===== config.mk =====
export PLATFORM = sky130hd
export DESIGN_NAME = rct_ctrl
export DESIGN_NICKNAME = d
export VERILOG_FILES = /design/src/design/rct_pkg.sv /design/src/design/rct_ctrl.sv
export SDC_FILE = /design/constraint.sdc
export NUM_CORES = 1
export LEC_CHECK = 0
export BUFFER_PORTS_ARGS = -buffer_cell sky130_fd_sc_hd__clkbuf_2
export CORE_AREA = 5 5 42 44
export CTS_BUF_LIST = sky130_fd_sc_hd__clkbuf_4
export DETAILED_ROUTE_END_ITERATION = 8
export DIE_AREA = 0 0 47 49
export PLACE_DENSITY_LB_ADDON = 0.08
export SLEW_MARGIN = 5
export SYNTH_ARGS = -nofsm -noshare
export SYNTH_HDL_FRONTEND = slang
export SYNTH_SLANG_ARGS = --single-unit

===== constraint.sdc =====
create_clock -name clk -period 1.58 [get_ports clk]
set_clock_uncertainty 0.05 [all_clocks]
set_input_delay 0.316 -clock clk [delete_from_list [all_inputs] [get_ports clk]]
set_output_delay 0.316 -clock clk [all_outputs]
set_load 0.01 [all_outputs]

===== src/design/rct_pkg.sv =====
package rct_pkg;

	localparam int RING_DEPTH = 4096;
	localparam int SLOT_W     = $clog2(RING_DEPTH);
	localparam int FILL_W     = $clog2(RING_DEPTH + 1);
	localparam int WORD_W     = 64;
	localparam int KEY_WORDS  = 4;
	localparam int TTL_W      = 16;
	localparam int PADDR_W    = 3;
	localparam int PDATA_W    = 32;

	localparam logic [TTL_W-1:0] TTL_RESET = TTL_W'(400);

	// register indexes
	localparam logic REG_TTL = 1'b0;

	typedef logic [KEY_WORDS-1:0][WORD_W-1:0] key_t;

	// controller to datapath
	typedef struct packed {
		logic capture;
		logic rd_en;
		logic commit;
	} dp_cmd_t;

	// datapath to controller
	typedef struct packed {
		logic last_addr;
		logic busy;
		logic hit;
	} dp_stat_t;

endpackage


===== src/design/rct_ctrl.sv =====
module rct_ctrl (
	input  logic               clk,
	input  logic               arst_n,
	input  logic               in_valid,
	output logic               in_ready,
	output logic               out_valid,
	input  logic               out_ready,
	output logic               out_accepted,
	output rct_pkg::dp_cmd_t   cmd,
	input  rct_pkg::dp_stat_t  stat
);
	import rct_pkg::*;

	typedef enum logic [1:0] {
		ST_IDLE,
		ST_SCAN,
		ST_DRAIN,
		ST_DONE
	} state_t;

	state_t state_q;
	logic   out_valid_q;
	logic   out_accepted_q;
	logic   out_free;

	assign in_ready     = (state_q == ST_IDLE);
	assign out_valid    = out_valid_q;
	assign out_accepted = out_accepted_q;
	assign out_free     = !out_valid_q || out_ready;

	always_comb begin
		cmd.capture = in_valid && in_ready;
		cmd.rd_en   = (state_q == ST_SCAN);
		cmd.commit  = (state_q == ST_DONE) && out_free;
	end

	always_ff @(posedge clk or negedge arst_n) begin
		if (!arst_n) begin
			state_q        <= ST_IDLE;
			out_valid_q    <= 1'b0;
			out_accepted_q <= 1'b0;
		end else begin
			// a verdict taken while the next one is posted is replaced in ST_DONE
			if (out_valid_q && out_ready && (state_q != ST_DONE)) begin
				out_valid_q <= 1'b0;
			end
			unique case (state_q)
				ST_IDLE: begin
					if (in_valid) begin
						state_q <= ST_SCAN;
					end
				end
				ST_SCAN: begin
					if (stat.last_addr) begin
						state_q <= ST_DRAIN;
					end
				end
				ST_DRAIN: begin
					if (!stat.busy) begin
						state_q <= ST_DONE;
					end
				end
				ST_DONE: begin
					if (out_free) begin
						out_valid_q    <= 1'b1;
						out_accepted_q <= !stat.hit;
						state_q        <= ST_IDLE;
					end
				end
				default: state_q <= ST_IDLE;
			endcase
		end
	end

endmodule


==> results.md, run 1 <==
- The initial antenna violation count is 0.
- The via total after detailed routing is 257.
- The worst flop-to-flop path startpoint is state_q[1]$_DFFE_PN0P_.
- The TritonCTS clock tree is done.
- The setup-violating endpoint count in the final report is 0.
- The worst setup path is launched from a flip-flop.
- Sorting the synthesized cells by area gives the leading types as sky130_fd_sc_hd__dfrtp_1, sky130_fd_sc_hd__ha_1, sky130_fd_sc_hd__inv_1, sky130_fd_sc_hd__mux2_4, sky130_fd_sc_hd__o2111ai_2.
- The number of maximum-capacitance violations is 0.
- The leakage power is 0.245 nW.
- The antenna cell count is 0.
- The startpoint identified for the worst hold timing path is stat[0].
- The routed wirelength normalized by instance count is 12.2 um.
- The area share of the leading cell type in the synthesized netlist is 34.5%.
- In this run the cell area measured after placement is 378 um2.
- The fraction of layout cells with a size suffix above 1 is 73.9%.
- The classification of the worst-slack hold path is in -> reg.
- The clock net in this run drives a total of 4 sinks.
- Derived from the worst setup path, the maximum achievable clock frequency is 653 MHz.
- The hold violation count in the final report is 0.
- The first-pass GRT wire length is 1120 um.
- The longest clock path from root to sink contains 2 buffers.
- The netlist area before placement is 290 um2.
- In the layout the commonest cells are sky130_fd_sc_hd__clkbuf_2, sky130_fd_sc_hd__buf_4, sky130_fd_sc_hd__ha_4, sky130_fd_sc_hd__clkbuf_4.
- The sum of net half-perimeters after detailed placement is 557 um.
- The depth of the worst register-to-register path is 6.
- The number of global-route vias before repair is 273.
- The largest total area in the synthesized netlist belongs to sky130_fd_sc_hd__dfrtp_1.
- The starting DRC count in detailed routing is 2.
- Of all nets on the critical path, the largest fanout is 4.
- The remaining antenna violation count is 0.
- Leaving out fill and tap cells, the most frequent cell in the layout is sky130_fd_sc_hd__clkbuf_2.
- The clock transition time at the flip-flop clock pins of the worst setup and hold paths is 0.04 ns.
- The standard-cell row count is 14.
- Summing all multi-input logic gate instances after layout gives 218 um2.
- Across every metal layer, demand over resource in global routing totals 7.55%.
- Using the TritonRoute via totals, the vias-per-cell ratio works out to 4.15.
- The final total negative setup slack is 0 ns.
- At the end of routability-driven placement, the weighted congestion stood at 0.759.
- STA puts the critical path data arrival time at 1.16 ns.
- The worst hold path passes through 2 cells.
- The required time at the endpoint of the critical path is 1.21 ns.
- The worst path uses 96.9% of the clock period.
- The total design power is 0.00101 W.
- The run finished with clean final reports.
- The number of pins with negative max-slew slack in the final report is 0.
- After technology mapping, the gate count stands at 26.
- The power density over the cells is 2080 nW/um2.
- The die is 49 um tall.
- STA classifies the critical path endpoint as an output port.
- The die width is 47 um.
- The total nets after synthesis is 38.
- The remaining max-slew budget at the tightest pin is 86.3%.
- Entering global routing, the biggest net connects 5 pins.
- Setup slack on the worst reg-to-reg path comes out at 0.08 ns.
- The clock latency reported for the late side of the worst-skew pair is 0.23 ns.
- For this block, the routed nets add up to 755 um of wire.
- The TritonCTS buffer count is 3.
- The sequential cell area is 103 um2.
- Synthesis inferred 4 register bits.
- The total iterations of the first detailed-routing run is 2.
- The count of warnings emitted by yosys is 0.
- In this run the number of H-tree levels came out at 1.
- The number of nets in the layout is 60.
- The critical path is of the reg -> out type.
- The clock root buffer is sky130_fd_sc_hd__clkbuf_4.
- Compared with the post-synthesis result, the final layout area differs by 66.8%.
- Summing all non-filler instances in the final layout gives an area of 484 um2.
- The final critical delay including setup and external delays is 1.53 ns.
- The number of buffers inserted by port buffering is 12.
- For the pin with the worst max-slew slack, the measured transition is 0.205 ns.
- The number of fillers in the final layout is 150.
- In this run, distinct cell masters in the synthesized netlist total 15.
- The residual overflow from global routing is 0.
- The endpoint with the worst hold slack is out_accepted$_DFFE_PN0P_.
- The top-level I/O count is 13.
- The average instance in the mapped netlist occupies 11.2 um2.
- The region available for standard cell placement spans 1400 um2.
- The effective utilization at floorplan is 20.7%.
- The post-synthesis sequential area ratio is 34.5%.
- The die footprint is 2300 um2.
- In the routed design, unresolved DRC markers number 0.
- IR analysis of the VDD net gives a maximum drop of 0.747 mV.
- Setup repair after global routing left no endpoint under its margin.
- The endpoint of the worst register-to-register path is state_q[1]$_DFFE_PN0P_.
-- state kept, by name, indices dropped and copies added (netlist names) --
name	flops
out_valid	1
out_accepted	1
state_q	2
-- area by class of cell --
type | instances | area share (%)
clock buffers | 3 | 4.65
inverters | 4 | 3.10
multi-input cells | 18 | 45.0
flip-flops and latches | 4 | 21.2
well taps | 16 | 4.13
repair buffers | 17 | 22.0
-- layer usage --
metal	vias to the layer above	part of all wire (%)	GRT usage [%]
li1	125	-	-
met2	11	54	10.6
met1	119	37	7.30
met5	-	0	0
met4	0	2.5	8.29
met3	2	6.8	3.32
-- cell usage after synthesis, drive strengths merged --
library cell  n
mux2          1
dfrtp         4
inv           4
nand2         1
nand3         1
o21bai        1
o2111ai       1
nand3b        1
ha            5
or2           1
a2bb2oi       1
mux2i         1
and2          2
nand2b        2
-- power by group --
part | switching [W] | internal [W]
clock | 0.0000401 | 0.0000849
combinational | 0.000276 | 0.000375
sequential | 0.0000684 | 0.000164
-- repair_timing --
item | in CTS | in global routing
pin swaps | 1 | 0
buffers inserted | 5 | 0
hold buffers | 1 | 0
endpoints found under the hold margin | 4 | 0
setup endpoints to repair | 3 | 3
gates resized for setup | 9 | 5
gates cloned | 0 | 0
-- worst max-delay path, cell delays in order, from the launching register on --
cell and delay (ns):
sky130_fd_sc_hd__dfrtp_2 0.44, sky130_fd_sc_hd__inv_2 0.10, sky130_fd_sc_hd__ha_4 0.14, sky130_fd_sc_hd__and2_4 0.12, sky130_fd_sc_hd__clkbuf_2 0.12
-- per-stage QoR --
step	utilization, %	instances	worst slack (ns)	hold slack [ns]
2_1_floorplan	-	26	0.0999	-0.0296
3_3_place_gp	27.0	55	0.136	0.0816
4_1_cts	33.1	62	0.00976	0.228
6_report	34.6	62	0.0491	0.226
3_5_place_dp	27.0	55	0.120	0.0788
5_1_grt	34.6	62	0.00457	0.231
-- cell families after synthesis --
group,Yosys count,synth area share [%]
AND/OR/NAND/NOR,8,19.4
flip-flops,4,34.5
buffers and inverters,4,5.17
adder cells (fa/ha/maj),5,21.6
AO/OA/AOI/OAI,3,10.8
multiplexers,2,8.62
-- how the worst max path moves through the flow --
stage / start / endpoint / slack (ns) / cells after the start
after global placement: state_q[1]$_DFFE_PN0P_ / state_q[1]$_DFFE_PN0P_ / 0.14 / 5
after CTS: state_q[1]$_DFFE_PN0P_ / cmd[1] / 0.01 / 4
after floorplan: state_q[0]$_DFFE_PN0P_ / state_q[1]$_DFFE_PN0P_ / 0.1 / 5
final: state_q[0]$_DFFE_PN0P_ / cmd[2] / 0.05 / 4
after global routing: state_q[0]$_DFFE_PN0P_ / cmd[2] / 0.005 / 4
after detailed placement: state_q[0]$_DFFE_PN0P_ / cmd[2] / 0.12 / 5
No activity file was read; power rests on OpenSTA's default activity.
==> inputs of run 2 (changes only) <==
--- a/config.mk
+++ b/config.mk
@@ -5,6 +5,7 @@
 export SDC_FILE = /design/constraint.sdc
 export NUM_CORES = 1
 export LEC_CHECK = 0
+export ABC_AREA = 1
 export BUFFER_PORTS_ARGS = -buffer_cell sky130_fd_sc_hd__clkbuf_2
 export CORE_AREA = 5 5 42 44
 export CTS_BUF_LIST = sky130_fd_sc_hd__clkbuf_4
==> run 2 against run 1 <==
Sequential power decreased by 13%. Worst hold slack better by 0.0098 ns. Area after synthesis is 0.86% higher. Utilization decreased by 4.6 points. Critical path depth rose by 1. Critical endpoint unchanged. Highest routed layer unchanged.
==> results.md, run 2 <==
- After legalization and detailed placement, the total HPWL measured 536 um.
- The classification of the worst-slack hold path is in -> reg.
- Pin placement for this block handled 13 I/O pins.
- The run finished with clean final reports.
- The leading register cell type out of synthesis is sky130_fd_sc_hd__dfrtp_1.
- The cell area that synthesis handed to floorplanning was 293 um2.
- Of the synthesized area, sequential elements account for 34.2%.
- The flip-flop count of the largest register after layout is 2.
- The number of post-CTS setup repair buffers is 0.
- Leaving out fill and tap cells, the most frequent cell in the layout is sky130_fd_sc_hd__clkbuf_2.
- The worst setup path is launched from a flip-flop.
- The clock net in this run drives a total of 4 sinks.
- For this configuration, the core starts out at a cell density of 20.9%.
- Cells with a size suffix above 1 make up 46.2% of the layout.
- The kind of cell with the highest combined delay along the critical path is flip-flops.
- The maximum buffer depth of the clock tree is 2.
- Using the TritonRoute via totals, the vias-per-cell ratio works out to 3.85.
- After the first detailed-routing iteration, the DRC count stood at 1.
- The via total after detailed routing is 262.
- The maximum operating frequency is 669 MHz.
- The Yosys step of the flow raised 0 warnings.
- Global routing consumed, over all layers together, 7.28% of the routing resources.
- The setup-violating endpoint count in the final report is 0.
- The final period utilization is 94.6%.
- For this run, design rule violations remaining after detail routing come to 0.
- With fillers left out, the area of the finished cells amounts to 420 um2.
- The total wirelength of the detailed-routed design is 619 um.
- A synthesized cell averages 8.13 um2.
- The largest single stage delay on the critical path is 0.42 ns.
- The nature of the critical path endpoint is an output port.
- The most common cell in the synthesized netlist is sky130_fd_sc_hd__nand2_1.
- The count of non-filler cells in the finished layout is 68.
- The critical path contains buffers and inverters numbering 3 combined.
- In this run the biggest area consumer among cell types represents 34.2% of the synthesized area.
- The first-pass GRT wire length is 1100 um.
- The area added between synthesis and finish is 43.6%.
- The clock transition time at the flip-flop clock pins of the worst setup and hold paths is 0.04 ns.
- The worst-case IR drop observed on VDD is 0.688 mV.
- In this run the core area contains 14 standard-cell rows.
- The number of global-route vias before repair is 263.
- CTS built an H-tree with a depth of 1.
- The smallest clock period supported by the final layout is computed as 1.49 ns.
- Across the run, the number of max-cap violations was 0.
- The total nets after synthesis is 48.
- The synthesized design contains 4 register bits.
- The number of different library cells used by synthesis comes to 10.
- The leading area contributor after synthesis is sky130_fd_sc_hd__dfrtp_1.
- The total design power is 0.000766 W.
- Leaving out fill and tap cells, the most frequent cells in the layout are sky130_fd_sc_hd__clkbuf_2, sky130_fd_sc_hd__nand2_1, sky130_fd_sc_hd__inv_1.
- Setup repair after global routing left no endpoint under its margin.
- The routed wirelength normalized by instance count is 9.10 um.
- The total iterations of the first detailed-routing run is 2.
- Across all hold checks on the routed design, the worst slack comes to 0.236 ns.
- The power density over the cells is 1820 nW/um2.
- The number of enable-type register cells in the synthesized netlist is 0.
- The floorplan step defined a die boundary enclosing 2300 um2.
- The initial antenna violation count is 0.
- In the synthesized netlist, the cells that appear most often are sky130_fd_sc_hd__nand2_1, sky130_fd_sc_hd__inv_1, sky130_fd_sc_hd__ha_1, sky130_fd_sc_hd__dfrtp_1, sky130_fd_sc_hd__nand2_2.
- The critical path class is reg -> out.
- For the pin with the worst max-slew slack, the measured transition is 0.172 ns.
- The number of pins with negative max-slew slack in the final report was 0.
- Buffers placed on the I/O ports in this run total 12.
- The critical path goes through inv_2, ha_4, nand2_1, inv_1, clkbuf_2.
- In this run, placement finished with an instance count of 64.
- After global routing the overflow that remains totals 0.
- The cell at the slowest stage of the critical path is sky130_fd_sc_hd__dfrtp_1.
- The die width is 47 um.
- The leakage power is 0.254 nW.
- TritonCTS built the clock tree.
- The chip height is 49 um.
- Synthesis handed over a netlist of 36 instances.
- The global placement routability congestion is 0.757.
- Once placement finished, the instance area stood at 373 um2.
- The required time at the endpoint of the critical path is 1.21 ns.
- The maximum number of pins on one net before global-route repair is 5.
- The register ranked first by flip-flop count is state_q.
- Fill cells in the final layout number 164.
- Measured against its own limit, the worst slew margin works out to 88.4%.
- The hold violation count in the final report is 0.
- Sorting the synthesized cells by area gives the leading types as sky130_fd_sc_hd__dfrtp_1, sky130_fd_sc_hd__ha_1, sky130_fd_sc_hd__nand2_1, sky130_fd_sc_hd__inv_1, sky130_fd_sc_hd__nand2_2.
- The arrival time of data at the critical path endpoint is 1.13 ns.
- The antenna cell count is 0.
- In this run the worst path has a maximum fanout of 4.
- At the end of the flow, the number of nets in the layout was 66.
- Clock tree synthesis selected as its root buffer the cell sky130_fd_sc_hd__clkbuf_4.
- The final total negative setup slack is 0 ns.
- The clock reaches the later pin of the worst-skew pair after 0.24 ns.
- In this run the remaining antenna-violating nets after routing total 0.
- For this run, asynchronously set or reset flops after synthesis account for 100%.
- The number of clock buffers added by TritonCTS is 3.
- The placeable core area is 1400 um2.
run 2: cells by family after synthesis:
logic type                 share of synthesized area (%)
DFF                                                 34.2
buffers and inverters                               8.98
AOI/OAI and AO/OA                                   9.40
adders and majority gates                           21.4
and+or+nand+nor                                     26.1
run 2: metrics by stage:
step	worst slack, ns	util [%]
final	0.0851	30.0
after global routing	0.0157	30.0
after CTS	0.00810	29.1
after detailed placement	0.234	26.6
after global placement	0.239	26.6
after floorplan	0.328	-
run 2: path summary, 6_finish.rpt:
| kind | from | endpoint | slack [ns] | depth (start not counted) |
|---|---|---|---|---|
| worst min-delay path | stat[0] | out_accepted$_DFFE_PN0P_ | 0.24 | 2 |
| worst max-delay path | state_q[0]$_DFFE_PN0P_ | cmd[2] | 0.09 | 5 |
| worst min register to register | out_accepted$_DFFE_PN0P_ | out_accepted$_DFFE_PN0P_ | 0.46 | 2 |
| min in group asynchronous | arst_n | out_valid$_DFF_PN0_ | 0.36 | 2 |
| worst max register to register | state_q[0]$_DFFE_PN0P_ | state_q[0]$_DFFE_PN0P_ | 0.37 | 6 |
| max in group asynchronous | arst_n | state_q[1]$_DFFE_PN0P_ | 0.98 | 2 |
run 2: metal layers:
layer	share of wire [%]	GRT usage, %
met4	5.3	8.29
met5	0	0
met1	38	7.11
met3	9.7	4.43
met2	46	9.28
run 2: final cells by class:
cell class,count,area [um2],share of cell area [%]
flip-flops and latches,4,100,23.8
inverters,7,26.3,6.25
well taps,16,20.0,4.76
multi-input cells,25,181,43.2
repair buffers,13,70.1,16.7
clock buffers,3,22.5,5.36
run 2: worst reg2reg max path, cell delays in order (launching register included):
cell	delay [ns]
sky130_fd_sc_hd__dfrtp_1	0.41
sky130_fd_sc_hd__inv_2	0.08
sky130_fd_sc_hd__ha_1	0.21
sky130_fd_sc_hd__nand2_1	0.07
sky130_fd_sc_hd__nand2_2	0.07
sky130_fd_sc_hd__o21bai_1	0.13
sky130_fd_sc_hd__nand2_1	0.07
run 2: repair_timing:
action | 4_1_cts | 5_1_grt
cloned | 0 | 0
hold endpoints to repair | 4 | 0
endpoints found under the setup margin | 1 | 2
resized for setup | 2 | 3
hold buffers | 1 | 0
run 2: report_power, final:
group / total [W] / internal [W] / switching [W]
logic: 0.000437 / 0.000198 / 0.000239
clock network: 0.000128 / 0.0000850 / 0.0000430
registers: 0.000202 / 0.000155 / 0.0000468
==> inputs of run 3 (changes only) <==
==> constraint.sdc (replaced) <==
create_clock -name clk -period 1.4 [get_ports clk]
set_clock_uncertainty 0.05 [all_clocks]
set_input_delay 0.28 -clock clk [delete_from_list [all_inputs] [get_ports clk]]
set_output_delay 0.28 -clock clk [all_outputs]
set_load 0.01 [all_outputs]
==> run 3 against run 2 <==
The run now ends with negative setup slack left. Die area unchanged. Count of clock-buffer cells in the layout unchanged. Register-to-register slack got worse by 0.30 ns. Combinational power rose by 47%. Global-route usage shrank 0.44 points. Non-clock buffer count increased by 6. Power is 32% higher. Via count grew 7.3%. Worst hold slack worse by 0.038 ns. Cell count increased by 8.8%. Sequential cell count stayed put.
==> results.md, run 3 (synthesis results as in run 2) <==
- The number of nets in the layout is 72.
- The register with the most flip-flops in the layout has 2 of them.
- The die width is 47 um.
- The cell with the most instances on the worst path is sky130_fd_sc_hd__inv_2.
- After detailed routing, the number of vias per cell comes to 3.80.
- More flip-flops sit in one register than any other, and that register is state_q.
- The worst setup path is of the reg -> out kind.
- The nature of the critical path endpoint is an output port.
- For this design, the slowest cell found on the critical path is sky130_fd_sc_hd__dfrtp_1.
- Summed over all cells, the static leakage comes to 0.284 nW.
- The maximum buffer depth of the clock tree is 2.
- The power density over the cells is 2120 nW/um2.
- Summing over every cut layer, the via total after detailed routing is 281.
- The floorplan has 14 rows.
- The smallest clock period supported by the final layout is computed as 1.42 ns.
- The initial antenna violation count is 0.
- The area added between synthesis and finish is 62.8%.
- The library cell used most frequently in the layout, excluding fill and tap cells, is sky130_fd_sc_hd__clkbuf_2.
- The starting DRC count in detailed routing is 0.
- Setup slack on the critical path of the routed design comes to -0.0184 ns.
- The routed wirelength normalized by instance count is 9.05 um.
- The total iterations of the first detailed-routing run is 1.
- The clock latency reported for the late side of the worst-skew pair is 0.23 ns.
- The number of global-route vias before repair was 278.
- The hold violation count in the final report is 0.
- In the routed design, unresolved DRC markers number 0.
- Summed over all layers, the global routing overflow is 0.
- The global placement routability congestion is 0.770.
- Setup violations remaining at the end of the flow were counted as 3.
- The region available for standard cell placement spans 1400 um2.
- In this run the number of H-tree levels came out at 1.
- Measured against its own limit, the worst slew margin works out to 89.6%.
- The number of buffers inserted by port buffering is 12.
- The final period utilization is 101%.
- The maximum single-stage delay on the critical path is 0.41 ns.
- The maximum operating frequency is 705 MHz.
- The overall fraction of global-route tracks in use is 6.84%.
- The placed instance count is 64.
- The count of non-filler cells in the finished layout is 74.
- The checks that failed: negative setup slack.
- Once the floorplan was initialized, standard cells occupied 20.9% of the core.
- The remaining antenna violation count is 0.
- The flow ran to the end, but the final reports show violations.
- The required time at the endpoint of the critical path is 1.07 ns.
- In the layout the commonest cells are sky130_fd_sc_hd__clkbuf_2, sky130_fd_sc_hd__nand2_1, sky130_fd_sc_hd__nand2_2, sky130_fd_sc_hd__buf_4.
- The worst setup path is launched from a flip-flop.
- Across the run, the number of max-cap violations was 0.
- The die footprint is 2300 um2.
- The peak fanout along the critical path is 4.
- The clock transition time at the flip-flop clock pins of the worst setup and hold paths is 0.04 ns.
- The total wirelength of the detailed-routed design is 670 um.
- The chip height is 49 um.
- The clock net in this run drives a total of 4 sinks.
- The first-pass GRT wire length is 1090 um.
- Summed over all nets, the half-perimeter wirelength after detailed placement is 524 um.
- The number of fillers in the final layout is 148.
- The final worst hold slack is 0.198 ns.
- The maximum vdd ir drop is 0.752 mV.
- The maximum number of pins on one net before global-route repair is 5.
- Traced cell by cell, the critical path runs through inv_2, ha_4, nand2_2, inv_2, buf_6.
- In this run, CTS created clock tree buffers numbering 3.
- The top-level I/O count is 13.
- The number of pins with negative max-slew slack in the final report is 0.
- The TritonCTS clock tree is done.
- 0 antenna diodes ended up in the layout.
- The fraction of layout cells with a size suffix above 1 is 56.9%.
- Setup repair after global routing could not meet its margin everywhere.
- STA puts the critical path data arrival time at 1.09 ns.
- The tree is rooted in a sky130_fd_sc_hd__clkbuf_4.
- The classification of the worst-slack hold path is in -> reg.
- At the pin with the least slew margin, the transition time is 0.154 ns.
- The worst slack at placement is 0.0912 ns.
==> run 3: metal layers <==
layer  part of all wire [%]  vias to the layer above  GRT usage, %  routed length [um]
met2                     48                        9          9.73                 324
li1                       -                      153             -                   -
met5                      0                        -             0                   0
met3                    8.2                        2          5.54                  55
met4                    2.4                        0          2.76                  16
met1                     41                      117          7.27                 274
==> run 3: repair_timing <==
action,in CTS,in global routing
setup endpoints to repair,4,6
setup buffers,5,1
hold buffers,1,0
endpoints found under the hold margin,4,0
pin swaps,3,2
gates resized for setup,8,4
==> run 3: through the flow <==
step	instance area, um2	power (W)	TNS, ns	utilization [%]
2_1_floorplan	293	0.000542	0	-
4_1_cts	463	0.000997	-0.0848	33.0
6_report	477	0.00101	-0.0334	34.0
3_5_place_dp	373	0.000696	0	26.6
5_1_grt	477	0.00111	-0.257	34.0
3_3_place_gp	373	0.000688	0	26.6
==> run 3: path summary, 6_finish.rpt <==
check | depth (start not counted) | to | slack (ns) | from
max in group asynchronous | 2 | state_q[1]$_DFFE_PN0P_ | 0.83 | arst_n
min | 2 | out_accepted$_DFFE_PN0P_ | 0.20 | stat[0]
max reg2reg | 7 | state_q[1]$_DFFE_PN0P_ | 0.07 | state_q[0]$_DFFE_PN0P_
min in group asynchronous | 2 | out_accepted$_DFFE_PN0P_ | 0.35 | arst_n
max | 5 | cmd[2] | -0.02 | state_q[0]$_DFFE_PN0P_
min reg2reg | 2 | out_accepted$_DFFE_PN0P_ | 0.44 | out_accepted$_DFFE_PN0P_
==> run 3: where the power goes <==
group / internal, W / switching, W
Clock: 0.0000957 / 0.0000449
Sequential: 0.000175 / 0.0000502
Combinational: 0.000333 / 0.000311
==> run 3: final cells by class <==
class | instances | area, um2 | area share, %
Tap cell | 16 | 20.0 | 4.20
Multi-Input combinational cell | 25 | 186 | 39.1
Clock buffer | 3 | 22.5 | 4.72
Inverter | 7 | 26.3 | 5.51
Timing Repair Buffer | 19 | 121 | 25.5
Sequential cell | 4 | 100 | 21.0
==> run 3: worst max-delay path, delay by kind of cell (launching register included) <==
family	cells	cell delay [ns]
and+or+nand+nor	1	0.05
DFF	1	0.41
adders and majority gates	1	0.15
buffers and inverters	3	0.24
